**src/sv/srd_ram.sv**
```systemverilog
`default_nettype none

module srd_ram #(
  parameter int Width = 8,
  parameter int Depth = 16
) (
  input  wire logic                     clk,
  input  wire logic                     wr_en,
  input  wire logic [$clog2(Depth)-1:0] wr_addr,
  input  wire logic [Width-1:0]         wr_data,
  input  wire logic                     rd_en,
  input  wire logic [$clog2(Depth)-1:0] rd_addr,
  output      logic [Width-1:0]         rd_data
);

  logic [Width-1:0] mem [Depth];

  always_ff @(posedge clk) begin
    if (wr_en) begin
      mem[wr_addr] <= wr_data;
    end
    // hold read data while no read is issued
    if (rd_en) begin
      rd_data <= mem[rd_addr];
    end
  end

endmodule

`default_nettype wire

```
**config.mk**
```make
export PLATFORM = sky130hd
export DESIGN_NAME = srd_ram
export DESIGN_NICKNAME = d
export VERILOG_FILES = /design/src/sv/srd_ram.sv
export SDC_FILE = /design/constraint.sdc
export NUM_CORES = 1
export LEC_CHECK = 0
export BUFFER_PORTS_ARGS = -buffer_cell sky130_fd_sc_hd__buf_2
export CAP_MARGIN = 20
export CORE_ASPECT_RATIO = 0.75
export CORE_MARGIN = 2
export CORE_UTILIZATION = 65
export DETAILED_ROUTE_END_ITERATION = 8
export PLACE_DENSITY = 0.82
export SLEW_MARGIN = 15
export SYNTH_ARGS = -nofsm -noshare
export SYNTH_HDL_FRONTEND = slang
export SYNTH_SLANG_ARGS = --single-unit
```
**constraint.sdc**
```tcl
create_clock -name clk -period 3.6 [get_ports clk]
set_clock_uncertainty 0.1 [all_clocks]
set_input_delay 0.54 -clock clk [delete_from_list [all_inputs] [get_ports clk]]
set_output_delay 0.54 -clock clk [all_outputs]
set_load 0.03 [all_outputs]
```
; ---- After elaboration in Yosys (flattened, before gate mapping)
; Memory sizes are Yosys's and may differ from the RTL's. A register that Yosys moved wholly into a read port is not among the register bits.
; Index checks and enable logic that the tools add are counted.
[word_totals]
reg_bits = 0
latchBits = 0
ramBits = 128
rom_bits = 0
in_bits = 19
output_inout_bits = 8
elab_cells = 3
mem_count = 1
[memory_table]
columns = name, words, width, rd, rd_ports_with_merged_regs, wr, line_no
row1 = mem, 16, 8, 1, 1, 1, 16  ; logic [Width-1:0] mem [Depth];
[op_classes]
n_addsub = 0
mul = 0
n_div = 0
magnitude_cmp = 0
n_eq_ne = 0
shifts = 0
muxes = 2
bitwise = 0
reduce_logical = 0
[ops]
columns = cell, count
row1 = 2-to-1 mux 1 bit, 2

; ---- Longest topological paths before layout
[depth]
depth_word = 2
mapped_depth = 5

; ---- Least setup slack after synthesis
; Ideal clock, no wire load.
[synth_path]
path_type = input-to-reg
from = input port wr_addr[2]
to = memory mem[0][0], enable pin
setup_ns = 0.383
arrival_ns = 1.650
t_required_ns = 3.117
path_slack_ns = 1.467
cell_stages = 2
path_buffers = 0
path_cell_list = or3b_2 nor3_1
[synth_rtl]
columns = element, line_no
row1 = "start, declared", 9  ; input wire logic [$clog2(Depth)-1:0] wr_addr,
row2 = "end, declared", 16
; No word-level cell before the write port.

==> results.tsv <==
stage	metric	value	unit
worst_setup_path	slowest CP cell	mux4_1	
synth	post-synthesis async set-or-reset flop share	0	
grt	gr usage total	0.2838	
worst_setup_path	CP Class	in2reg	
clock_tree	CTS Hold Buffers Added	0	
sta	Worst-Margin Slew	0.9864	ns
floorplanning	die width	107.6	um
cells_and_area	share of cells above drive strength 1	0.2660	
worst_setup_path	critical-path maximum fanout	17	
sta	Relative slew margins	0.3400	
pwr	IR drop worst, VDD	0.3798	mV
clock_tree	total CTS buffers	17	
floorplanning	die area	8783	um2
route	final WL	11.10	mm
worst_setup_path	Critical Path AT	2.20	ns
floorplanning	Core Box Area	7848	um2
sta	Fmax	0.4879	GHz
synth	largest cells by area after synthesis	edfxtp_1 (78%), mux4_2 (7.8%), mux4_1 (7.0%)	
pwr	Net Sw Frac	0.2061	
clock_tree	clk_lat worst skew	0.51	ns
synth	EDFF count, synth	136	
flow_run	max cap viols	0	
clock_tree	Longest Clk Path Bufs	2	
worst_setup_path	critical path's largest stage delay	0.58	ns
cells_and_area	nets	288	
clock_tree	CTS sink cnt	136	
clock_tree	Root Driver	clkbuf_8	
synth	Netlist cell types	18	
route	DR pass1 iterations	5	
sta	Final Hold Fails	0	
sta	final setup vio count	0	
synth	Gate Count Post-Synth	229	
route	drt initial violations	289	
worst_setup_path	Worst EP required	3.75	ns
synth	Syn Area/Cell	22.83	um2
grt	Overflow after GRT	0	
route	post-route ant nets	0	
cells_and_area	Filler Cell Count	410	
pwr	Comb power frac	0.049	
grt	initial antenna violation count	0	
synth	Main synth FF type	edfxtp_1	
hold_path	Worst Hold Class	in2reg	
clock_tree	CTS-repair resized insts	0	
clock_tree	H-tree levels	4	
cells_and_area	Register Area	4084	um2
sta	Setup TNS Final	0	ns
floorplanning	Initial Util	0.6661	
place	DP HPWL	6.184	mm
synth	register area share after synthesis	0.7812	
floorplanning	Die H	81.67	um
pwr	switching pwr	0.0007327	W
synth	Syn. warnings	0	
sta	fin crit period	2.050	ns
floorplanning	num ports	27	
pwr	P_leak	1.998	nW
synth	Yosys reg bits	136	
cells_and_area	# diodes	0	
route	WL/cell	28.68	um
pwr	Clock Power Share	0.445	
grt	vias in the first global route	2612	
synth	syn nets	248	
synth	Post-Synthesis Cell Area	5228	um2
clock_tree	clk slew on worst S/H paths	0.06	ns
status	run status	finished, final reports clean	
pwr	Cell Pwr Density	593.6	nW/um2
route	drt drc	0	
synth	Synth area leader	edfxtp_1	
synth	synth cell count leaders	edfxtp_1 (136), mux4_2 (18), a22oi_1 (16)	
cells_and_area	synthesis-to-layout area growth	14.55	%
worst_setup_path	worst path cell trace	buf_2, buf_12, mux4_1, a22oi_1, nand2_1	
floorplanning	FP Rows	28	
pwr	Pint	0.002822	W
synth	Yosys top cell area share	0.7812	
place	RD Place Congestion	0.7718	
cells_and_area	fin util	0.7631	
synth	most common cell in the synthesized netlist	edfxtp_1	
place	Port-buffer cells	26	
grt	first-pass GRT wire length	16.55	mm
worst_setup_path	crit path capture type	register	
sta	Slew Limit Fails	0	
sta	RSZ-0062 raised after global routing	false	
worst_setup_path	Top delay family on crit path	buffers and inverters	
cells_and_area	area used by multi-input combinational logic	1057	um2
pwr	Seq pwr share	0.506	
route	vias	2576	
clock_tree	CTS tree	done	
route	vias per cell	6.656	
clock_tree	setup bufs post-CTS	0	
worst_setup_path	worst path bufs/invs	2	
worst_setup_path	Critical Path Start Type	input port	
grt	largest net degree at the start of global routing	33	
sta	post-route clock period utilization	0.5694	
## metrics by stage
| step | instances | setup WS (ns) | cell area, um2 | hold WS [ns] | power, W |
|---|---|---|---|---|---|
| 6_report | 387 | 1.550 | 5988 | 0.3042 | 0.003554 |
| 5_1_grt | 387 | 1.511 | 5988 | 0.2932 | 0.003642 |
| 4_1_cts | 387 | 1.581 | 5988 | 0.2876 | 0.003565 |
| 3_5_place_dp | 355 | 1.080 | 5453 | 0.6490 | 0.002000 |
| 3_3_place_gp | 355 | 1.129 | 5453 | 0.6237 | 0.001991 |
| 2_1_floorplan | 229 | 1.467 | 5228 | 0.5389 | 0.001930 |
## placed cells by master (no fill, tap or decap)
master	instances
mux4_2	18
nor2_1	13
clkbuf_8	1
nand2b_1	2
bufinv_16	2
edfxtp_1	136
clkbuf_1	4
nor3_1	4
nand3b_1	2
and2b_1	1
clkinvlp_4	2
or3b_2	1
nand3_1	1
buf_2	26
buf_4	4
and2_1	1
nand2_1	9
clkinv_2	4
nor2b_1	1
mux4_1	14
clkbuf_16	16
a22oi_1	16
buf_12	1
clkinv_1	3
## flip-flops by register name, summed over array words and instances (netlist names)
register,flops
mem,128
rd_data,8
## cell families (layout without fill, tap and decap cells)
family	Yosys count	after routing	share of synthesized area
flip-flops	136	136	0.7812
AND/OR/NAND/NOR	35	35	0.03136
multiplexers	32	32	0.1479
AO/OA/AOI/OAI	16	16	0.02298
buffers and inverters	10	63	0.01651
## power groups by stage
stage | clock (W) | combinational (W) | sequential, W
after CTS | 0.00159 | 0.000176 | 0.00180
after global placement | 0 | 0.000165 | 0.00183
final | 0.00158 | 0.000176 | 0.00180
after detailed placement | 0 | 0.000171 | 0.00183
after global routing | 0.00165 | 0.000187 | 0.00180
after floorplan | 0 | 0.0000900 | 0.00184
## final timing paths
path,startpoint,end,slack (ns),cells after the start
worst max-delay path,rd_addr[0],rd_data[5],1.55,5
worst min register to register,mem[5][6],rd_data[6],0.66,3
worst max register to register,mem[1][1],rd_data[1],1.95,3
worst min-delay path,rd_en,rd_data[2],0.30,1
## area by class of cell
class | count | area share
clock buffer | 21 | 0.07167
tap | 105 | 0.02194
timing repair buffer | 31 | 0.03009
sequential | 136 | 0.6820
clock inverter | 11 | 0.01776
multi-input combinational | 83 | 0.1766
## per-layer routing
layer / track usage / vias to the layer above / share of wire
met2: 0.4302 / 181 / 0.48
li1: - / 1058 / -
met5: 0 / - / 0
met4: 0.08462 / 0 / 0.012
met1: 0.4066 / 1324 / 0.39
met3: 0.09206 / 13 / 0.12
(Power assumes the default switching activity.)
