===== config.mk =====
export PLATFORM = sky130hd
export DESIGN_NAME = srd_ctrl
export DESIGN_NICKNAME = d
export VERILOG_FILES = /design/src/sv/srd_pkg.sv /design/src/sv/srd_ctrl.sv
export SDC_FILE = /design/constraint.sdc
export NUM_CORES = 1
export LEC_CHECK = 0
export BUFFER_PORTS_ARGS = -buffer_cell sky130_fd_sc_hd__buf_2
export CAP_MARGIN = 10
export CORE_AREA = 2 2 39 41
export CTS_BUF_LIST = sky130_fd_sc_hd__clkbuf_8
export CTS_CLUSTER_SIZE = 14
export DETAILED_ROUTE_END_ITERATION = 8
export DIE_AREA = 0 0 41 43
export SLEW_MARGIN = 0
export SYNTH_ARGS = -nofsm -noshare
export SYNTH_HDL_FRONTEND = slang
export SYNTH_SLANG_ARGS = --single-unit

===== constraint.sdc =====
create_clock -name clk -period 1.6 [get_ports clk]
set_input_delay 0.16 -clock clk [delete_from_list [all_inputs] [get_ports clk]]
set_output_delay 0.16 -clock clk [all_outputs]
set_load 0.05 [all_outputs]

===== src/sv/srd_pkg.sv =====
`default_nettype none

package srd_pkg;

  localparam int HighW      = 64;
  localparam int LowW       = 56;
  localparam int FieldW     = HighW + LowW;
  localparam int RecW       = 3 * FieldW;
  localparam int KeyW       = FieldW;
  localparam int PosW       = 4;
  localparam int MaxResults = 16;

  typedef enum logic [1:0] {
    ST_ADDED  = 2'd0,
    ST_FULL   = 2'd1,
    ST_LISTED = 2'd2,
    ST_EMPTY  = 2'd3
  } srd_status_t;

  typedef enum logic [2:0] {
    S_IDLE,
    S_SCAN,
    S_PUT0,
    S_RESP,
    S_LIST
  } srd_state_t;

  // read address sources
  typedef enum logic [1:0] {
    RD_TOP,
    RD_ZERO,
    RD_DEC,
    RD_INC
  } srd_rd_sel_t;

  // write address/data sources
  typedef enum logic [1:0] {
    WR_SHIFT,
    WR_NEW_UP,
    WR_NEW0
  } srd_wr_sel_t;

  typedef struct packed {
    logic in_fire;
    logic func_list;
    logic full;
    logic empty;
    logic key_gt;
    logic idx_zero;
    logic list_last;
    logic out_free;
  } srd_stat_t;

  typedef struct packed {
    logic        in_ready;
    logic        rd_en;
    srd_rd_sel_t rd_sel;
    logic        wr_en;
    srd_wr_sel_t wr_sel;
    logic        cnt_inc;
    logic        resp_set;
    srd_status_t resp_code;
    logic        out_load;
    logic        out_list;
  } srd_cmd_t;

endpackage

`default_nettype wire


===== src/sv/srd_ctrl.sv =====
`default_nettype none

module srd_ctrl (
  input  wire logic               clk,
  input  wire logic               rst_n,
  input  wire srd_pkg::srd_stat_t stat,
  output      srd_pkg::srd_cmd_t  cmd
);

  srd_pkg::srd_state_t state_r, state_nxt;

  always_ff @(posedge clk) begin
    if (!rst_n) begin
      state_r <= srd_pkg::S_IDLE;
    end else begin
      state_r <= state_nxt;
    end
  end

  always_comb begin
    state_nxt = state_r;
    case (state_r)
      srd_pkg::S_IDLE: begin
        if (stat.in_fire) begin
          if (!stat.func_list) begin
            if (stat.full) begin
              state_nxt = srd_pkg::S_RESP;
            end else if (stat.empty) begin
              state_nxt = srd_pkg::S_PUT0;
            end else begin
              state_nxt = srd_pkg::S_SCAN;
            end
          end else if (stat.empty) begin
            state_nxt = srd_pkg::S_RESP;
          end else begin
            state_nxt = srd_pkg::S_LIST;
          end
        end
      end
      srd_pkg::S_SCAN: begin
        if (stat.key_gt) begin
          if (stat.idx_zero) begin
            state_nxt = srd_pkg::S_PUT0;
          end
        end else begin
          state_nxt = srd_pkg::S_RESP;
        end
      end
      srd_pkg::S_PUT0: state_nxt = srd_pkg::S_RESP;
      srd_pkg::S_RESP: begin
        if (stat.out_free) begin
          state_nxt = srd_pkg::S_IDLE;
        end
      end
      srd_pkg::S_LIST: begin
        if (stat.out_free && stat.list_last) begin
          state_nxt = srd_pkg::S_IDLE;
        end
      end
      default: state_nxt = srd_pkg::S_IDLE;
    endcase
  end

  always_comb begin
    cmd           = '0;
    cmd.rd_sel    = srd_pkg::RD_TOP;
    cmd.wr_sel    = srd_pkg::WR_NEW0;
    cmd.resp_code = srd_pkg::ST_ADDED;
    case (state_r)
      srd_pkg::S_IDLE: begin
        cmd.in_ready = 1'b1;
        if (stat.in_fire) begin
          if (!stat.func_list) begin
            if (stat.full) begin
              cmd.resp_set  = 1'b1;
              cmd.resp_code = srd_pkg::ST_FULL;
            end else if (!stat.empty) begin
              cmd.rd_en  = 1'b1;
              cmd.rd_sel = srd_pkg::RD_TOP;
            end
          end else if (stat.empty) begin
            cmd.resp_set  = 1'b1;
            cmd.resp_code = srd_pkg::ST_EMPTY;
          end else begin
            cmd.rd_en  = 1'b1;
            cmd.rd_sel = srd_pkg::RD_ZERO;
          end
        end
      end
      srd_pkg::S_SCAN: begin
        cmd.wr_en = 1'b1;
        if (stat.key_gt) begin
          // move the larger entry up one slot, fetch the next one down
          cmd.wr_sel = srd_pkg::WR_SHIFT;
          if (!stat.idx_zero) begin
            cmd.rd_en  = 1'b1;
            cmd.rd_sel = srd_pkg::RD_DEC;
          end
        end else begin
          cmd.wr_sel    = srd_pkg::WR_NEW_UP;
          cmd.cnt_inc   = 1'b1;
          cmd.resp_set  = 1'b1;
          cmd.resp_code = srd_pkg::ST_ADDED;
        end
      end
      srd_pkg::S_PUT0: begin
        cmd.wr_en     = 1'b1;
        cmd.wr_sel    = srd_pkg::WR_NEW0;
        cmd.cnt_inc   = 1'b1;
        cmd.resp_set  = 1'b1;
        cmd.resp_code = srd_pkg::ST_ADDED;
      end
      srd_pkg::S_RESP: begin
        cmd.out_load = stat.out_free;
      end
      srd_pkg::S_LIST: begin
        if (stat.out_free) begin
          cmd.out_load = 1'b1;
          cmd.out_list = 1'b1;
          if (!stat.list_last) begin
            cmd.rd_en  = 1'b1;
            cmd.rd_sel = srd_pkg::RD_INC;
          end
        end
      end
      default: cmd = '0;
    endcase
  end

endmodule

`default_nettype wire


Word level (Yosys, flattened, before mapping)
Cells that the tools add are included.
{"block": "totals", "regBits": 3, "inputBits": 10, "elab_cells": 45}
{"block": "classes", "eq_ne": 8, "n_mux": 32, "n_reduce_logical": 4}
{"op": "2-to-1 mux 3 bit", "n": 20}
{"op": "case mux 3 bit (3 select lines)", "n": 2}
{"op": "case mux 3 bit (5 select lines)", "n": 1}
{"op": "case mux 4 bit (3 select lines)", "n": 1}
{"op": "equality test 3 x 2 -> 1 bit (second input constant)", "n": 2}
{"op": "2-to-1 mux 2 bit", "n": 3}
{"op": "inequality test 2 bit (second input constant)", "n": 3}
{"op": "2-to-1 mux 4 bit", "n": 1}
{"op": "AND reduction 4 bit", "n": 1}
{"op": "equality test 3 x 1 -> 1 bit (second input constant)", "n": 1}
{"op": "equality test 3 bit (second input constant)", "n": 1}
{"op": "zero test 3 bit", "n": 1}
{"op": "2-to-1 mux 1 bit", "n": 3}
{"op": "inequality test 3 bit (second input constant)", "n": 1}
{"op": "OR reduction 3 bit", "n": 1}
{"op": "case mux 1 bit (2 select lines)", "n": 1}
{"op": "logical AND 1 bit", "n": 1}

Logic depth before layout (Yosys ltp)
Gate-level depths: netlist of the first run.
{"block": "depth", "word_depth": 5, "ltp_mapped": 5, "mapped_depth_nobuf": 4}

Worst setup path before layout of the first run
Ideal clock, no wire load.
{"block": "synth_path", "kind": "reg2reg", "start": "reg state_r[1]", "end": "reg state_r[0]", "setup_ps": 62, "arrival_time_ps": 2125, "required_ps": 1538, "path_slack_ps": -587, "path_stages_with_launch": 6, "n_path_buf": 1, "synth_period_minus_slack_ps": 2187, "cell_sequence": "dfxtp_1 > buf_2 > nor3_1 > o31ai_1 > a21oi_1 > o311a_1"}
{"block": "synth_via", "elab_chain_len": 3, "word_cells_on_any_way": 11, "classes_between": "8 x eq/ne; 1 x mux; 2 x reduce/logical"}
{"item": "from (decl)", "line_no": "srd_ctrl.sv:10", "rtl": "srd_pkg::srd_state_t state_r, state_nxt;"}
{"item": "from (signal assigned)", "line_no": "srd_ctrl.sv:14", "rtl": "state_r <= srd_pkg::S_IDLE;"}
{"item": "from (signal assigned)", "line_no": "srd_ctrl.sv:16", "rtl": "state_r <= state_nxt;"}
{"item": "equality test 3 x 1 -> 1 bit, or another cell as far along", "line_no": "srd_ctrl.sv:22", "rtl": "case (state_r)"}
{"item": "inequality test 3 bit (no line) / inequality test 2 bit (equally long branches)"}
{"item": "AND reduction 4 bit (no line)"}
Several ways; a longest one is shown, not always the timed one.
A chain may end at the register's enable or synchronous reset.

==> flow_summary.yaml, run 1 <==
run_status:
  status: "complete, but fails checks"
  violations: "negative setup slack"
timing:
  timing.hold.ws_ns: 0.193
  fin_crit_ns: 1.71
  hold_viol: 0
  fin_crit_sh_pct: 107
  maxSlewHeadroom_pct: 76.9
  layout_setup_ws_ns: -0.111
  setup_viol: 5
  skew_ns: 0.00495
  fmax_mhz: 584
  maxSlewViolCount: 0
  worst_slew_pin_slew_ns: 0.346
  rsz0062_at_grt: "true"
detailed_routing:
  drc: 0
  ant_nets: 0
  via_count: 519
  wl_per_cell_um: 13.1
  routed_wl_mm: 1.33
  firstDrtPassIters: 4
  first_iter_violations: 6
  routed_via_density: 5.14
clocking:
  cts_buffers: 3
  clk_pin_slew_ns: 0.03
  clockRootBuffer: "clkbuf_8"
  clock_sinks: 3
  htreeDepth: 1
  insertion_delay_ns: 0.22
  cts_hold_buf: 0
  cts_tree: "built"
  clk_path_buf_depth: 2
layout:
  drive_above_1_share_pct: 63.5
  top_register: "state_r"
  largest_register_ffs: 3
  fin_area_sq_um: 752
  final_nets: 96
  n_fill_cell: 148
  mostFrequentLayoutCells: "buf_2 (14), buf_4 (10)"
  final_common_cell: "buf_2"
  reg.largest.list: "state_r (3)"
  multi_input_area_sq_um: 370
  num_antenna_cells: 0
  utilization_pct: 54.3
  syn_to_final_growth_pct: 93.2
  regArea_sq_um: 66.3
floorplanning:
  coreArea_sq_mm: 0.00138
  start_util_pct: 28.1
  rows: 14
  boundaryPins: 23
  die_y_um: 43
  die_x_um: 41
  die-area_sq_mm: 0.00176
yosys:
  synth_cell_type_count: 30
  synth_area_sq_um: 389
  ys_ff_latch: 3
  syn-num-nets: 63
  synth.avg_cell_area_sq_um: 7.34
  ys.warnings.count: 0
  synth_seq_area_share_pct: 15.4
  netlist_instances: 53
setup_path:
  critPathCaptureType: "output port"
  worstPathRequired_ns: 1.44
  cp.arrival_ns: 1.55
  crit_path_start_kind: "flip-flop"
  crit_type: "reg2out"
  path_max_fanout: 6
placed_design:
  dpl-instance-area_sq_um: 621
  routabilityCongestion: 0.854
  post-dp-hpwl_um: 983
  pre_cts_slack_ns: -0.00442
  port_buffers: 22
power_and_ir_drop:
  p_per_area_mw_per_mm2: 2040
  p_leak_uw: 0.000356
  ir_worst_vdd_mv: 1.22
global_routing:
  grt_pass1_vias: 457
  grtUsageTotal_pct: 16.1
  grt_pass1_wl_mm: 1.86
  gr-total-overflow: 0
  grt_max_degree: 7
  grt_antenna_before_repair: 0
worst_hold_path:
  hp-class: "in2reg"
run:
  cap_violations: 0
what timing repair did:
| item | in CTS | in global routing |
|---|---|---|
| setup buffers | 0 | 1 |
| endpoints found under the setup margin | 8 | 8 |
| gates resized for setup | 20 | 5 |
| pin swaps | 1 | 3 |
final cells by class:
| cell class | count | area share [%] |
|---|---|---|
| clock buffer | 3 | 5.49 |
| clock inverter | 1 | 0.499 |
| inverter | 3 | 1.50 |
| multi-input combinational | 44 | 49.3 |
| sequential | 3 | 8.82 |
| tap | 16 | 2.66 |
| timing repair buffer | 31 | 31.8 |
Yosys cell counts:
cell | n | share of area [%]
or4b_4 | 1 | 3.5
nand2_1 | 5 | 4.8
nor2_1 | 4 | 3.9
o311a_1 | 1 | 2.6
o21ai_0 | 2 | 2.6
or2_1 | 1 | 1.6
nand2_2 | 1 | 1.6
a211oi_1 | 1 | 1.9
nand3_1 | 3 | 3.9
inv_1 | 3 | 2.9
buf_2 | 2 | 2.6
buf_6 | 1 | 2.9
nor3_1 | 3 | 3.9
mux2i_1 | 1 | 2.6
nor2_4 | 1 | 2.9
o31ai_1 | 1 | 1.9
or4_4 | 1 | 2.9
a21boi_1 | 1 | 1.9
o41ai_2 | 1 | 4.2
a21oi_1 | 2 | 2.6
nand3b_1 | 1 | 1.9
nand2b_1 | 4 | 6.4
o21a_1 | 1 | 1.9
a21o_1 | 1 | 1.9
a21oi_2 | 2 | 4.5
a21boi_0 | 1 | 1.9
o31a_1 | 1 | 2.3
or3b_2 | 1 | 2.3
dfxtp_1 | 3 | 15
or2b_1 | 2 | 3.9
critical path: stages (launching register included):
cell and delay [ns]:
dfxtp_2 0.33, or4b_4 0.59, nor2_4 0.13, nand2_2 0.07, nand2_2 0.07, buf_8 0.14
cells by family after synthesis:
family / after synthesis / synth area share, %
compound gates: 15 / 30.2
buf+inv: 6 / 8.36
flops: 3 / 15.4
mux: 1 / 2.57
simple gates: 28 / 43.4
per-layer routing:
| layer | wire length [um] | GRT usage (%) |
|---|---|---|
| met1 | 510 | 16.0 |
| met2 | 723 | 27.8 |
| met3 | 80 | 5.24 |
| met4 | 13 | 8.00 |
| met5 | 0 | 0 |
metrics by stage:
stage	setup TNS, ns	total power [uW]	instances
finish	-0.452	1540	101
global route	-0.676	1610	101
CTS	-0.398	1490	100
detailed placement	-0.00442	1170	96
global placement	0	1160	96
floorplan	-0.513	932	53
worst paths after layout:
kind | start | end | slack (ns) | cells past startpoint
worst max-delay path | state_r[0]$_SDFFE_PN0P_ | cmd[9] | -0.11 | 5
worst min register to register | state_r[1]$_SDFFE_PN0P_ | state_r[1]$_SDFFE_PN0P_ | 0.65 | 3
worst max register to register | state_r[0]$_SDFFE_PN0P_ | state_r[2]$_SDFFE_PN0P_ | 0.17 | 5
worst min-delay path | rst_n | state_r[0]$_SDFFE_PN0P_ | 0.19 | 2
where the power goes:
group | internal [uW] | switching (uW) | total (uW)
Sequential | 107 | 37.4 | 144
Combinational | 454 | 717 | 1170
Clock | 164 | 56.6 | 220
Total | 725 | 811 | 1540
(Power assumes the default switching activity.)
==> run 2, diff against run 1 <==
--- a/config.mk
+++ b/config.mk
@@ -5,6 +5,7 @@
 export SDC_FILE = /design/constraint.sdc
 export NUM_CORES = 1
 export LEC_CHECK = 0
+export ABC_AREA = 1
 export BUFFER_PORTS_ARGS = -buffer_cell sky130_fd_sc_hd__buf_2
 export CAP_MARGIN = 10
 export CORE_AREA = 2 2 39 41
==> flow_summary.yaml, run 2 <==
global_routing:
  gr-total-overflow: 0
  grt_pass1_wl_mm: 1.55
  grt_pass1_vias: 388
  grtUsageTotal_pct: 12.6
  grt_max_degree: 8
  grt_antenna_before_repair: 0
placed_design:
  post-dp-hpwl_um: 820
  routabilityCongestion: 0.757
  port_buffers: 22
  pre_cts_slack_ns: 0.181
  dp_cells: 100
setup_path:
  cp.arrival_ns: 1.40
  crit_type: "reg2out"
  rr_worst_depth: 8
  worstPathRequired_ns: 1.44
  critPathCaptureType: "output port"
  path_max_fanout: 6
  crit_path_start_kind: "flip-flop"
clocking:
  clock_sinks: 3
  insertion_delay_ns: 0.22
  clk_path_buf_depth: 2
  htreeDepth: 1
  cts_buffers: 3
  cts_hold_buf: 0
  cts_tree: "built"
  clk_pin_slew_ns: 0.03
  clockRootBuffer: "clkbuf_8"
layout:
  mostFrequentLayoutCells: "buf_2 (19), nand2_1 (12), nor2_1 (9), inv_1 (6), buf_4 (5)"
  drive_above_1_share_pct: 57.1
  reg.largest.list: "state_r (3)"
  top_register: "state_r"
  largest_register_ffs: 3
  multi_input_area_sq_um: 289
  num_antenna_cells: 0
  final_common_cell: "buf_2"
  utilization_pct: 43.9
  final_cells: 107
  final_nets: 102
  n_fill_cell: 156
  syn_to_final_growth_pct: 68.7
  regArea_sq_um: 66.3
floorplanning:
  rows: 14
  boundaryPins: 23
  start_util_pct: 26.0
  die_y_um: 43
  coreArea_sq_mm: 0.00138
  die-area_sq_mm: 0.00176
  die_x_um: 41
yosys:
  synthTopCellsByCount: "nand2_1 (12), nor2_1 (9), inv_1 (7)"
  yosysMostFrequentCell: "nand2_1"
  synth-edff-count: 0
  ys.warnings.count: 0
  ys_ff_latch: 3
  synth-async-reset-ratio_pct: 0
  netlist_instances: 61
  synth_cell_type_count: 20
  synth_seq_area_share_pct: 16.7
  syn-num-nets: 71
  synthTopCellsByArea: "dfxtp_1 (17%), nand2_1 (13%), nor2_1 (9.4%)"
  synthFlopType: "dfxtp_1"
  synth_top_area_share_pct: 16.7
  synth_top_area_cell: "dfxtp_1"
  synth.avg_cell_area_sq_um: 5.91
  synth_area_sq_um: 360
timing:
  layout_setup_ws_ns: 0.0405
  skew_ns: 0.00185
  rsz0062_at_grt: "true"
  fin_crit_ns: 1.56
  timing.hold.ws_ns: 0.183
  fin_crit_sh_pct: 97.5
  setup_viol: 0
  worst_slew_pin_slew_ns: 0.239
  maxSlewHeadroom_pct: 83.9
  fmax_mhz: 641
  maxSlewViolCount: 0
  hold_viol: 0
detailed_routing:
  routed_wl_mm: 1.03
  first_iter_violations: 3
  firstDrtPassIters: 4
  via_count: 477
  drc: 0
  ant_nets: 0
  routed_via_density: 4.46
  wl_per_cell_um: 9.64
run:
  cap_violations: 0
power_and_ir_drop:
  p_leak_uw: 0.000344
  power_uw: 1470
  p_int_uw: 609
  ir_worst_vdd_mv: 0.710
  power_switching_uw: 860
  p_clk_share_pct: 15.1
  seq_power_share_pct: 11.0
  power_frac_comb_pct: 74.0
  p_sw_share_pct: 58.6
  p_per_area_mw_per_mm2: 2420
worst_hold_path:
  hold_path_depth: 3
  hp-class: "in2reg"
run_status:
  status: "finished clean"
-- run 2: routing by layer --
metal	vias up	part of all wire, %	wire [um]	global-route usage [%]
met5	-	0	0	0
met4	0	1.6	17	6.00
met3	2	8.3	86	3.66
met2	23	46	478	19.4
met1	196	44	450	15.4
li1	256	-	-	-
-- run 2: timing repair --
| item | 4_1_cts | 5_1_grt |
|---|---|---|
| buffers inserted | 0 | 3 |
| endpoints found under the setup margin | 2 | 6 |
| gates cloned | 0 | 0 |
| pin swaps | 1 | 4 |
| gates resized for setup | 2 | 7 |
-- run 2: through the flow --
| stage | area, sq um | TNS [ns] |
|---|---|---|
| final | 608 | 0 |
| after global routing | 608 | -0.0269 |
| after CTS | 563 | 0 |
| after detailed placement | 513 | 0 |
| after global placement | 513 | 0 |
| after floorplan | 375 | -0.834 |
-- run 2: worst max-delay path: stages (launching register included) --
cell	delay (ns)
dfxtp_2	0.35
inv_2	0.08
nand2_4	0.06
nor2_4	0.20
nand2_4	0.09
o211ai_1	0.18
buf_4	0.23
-- run 2: cell type report --
class | instances | share of cell area [%]
clock inverter | 1 | 0.617
sequential | 3 | 10.9
tap | 16 | 3.29
multi-input combinational | 49 | 47.5
inverter | 9 | 5.97
clock buffer | 3 | 6.79
timing repair buffer | 26 | 24.9
-- run 2: cell families (layout without fill, tap and decap cells) --
logic type	Yosys count	count (layout)	synth area share, %
AOI/OAI and AO/OA	10	10	17.0
buffers and inverters	9	39	9.38
DFF	3	3	16.7
and+or+nand+nor	39	39	56.9
-- run 2: power groups by stage --
stage	logic [uW]	clock network, uW	registers, uW
after CTS	1010	222	153
after global routing	1150	230	168
final	1090	221	161
after floorplan	794	0	144
after global placement	990	0	152
after detailed placement	994	0	153
-- run 2: final timing paths --
path	endpoint	slack (ns)	start
setup / recovery	cmd[11]	0.04	state_r[1]$_SDFFE_PN0P_
hold / removal	state_r[1]$_SDFFE_PN0P_	0.18	rst_n
setup reg to reg	state_r[0]$_SDFFE_PN0P_	0.39	state_r[1]$_SDFFE_PN0P_
hold reg to reg	state_r[1]$_SDFFE_PN0P_	0.54	state_r[1]$_SDFFE_PN0P_
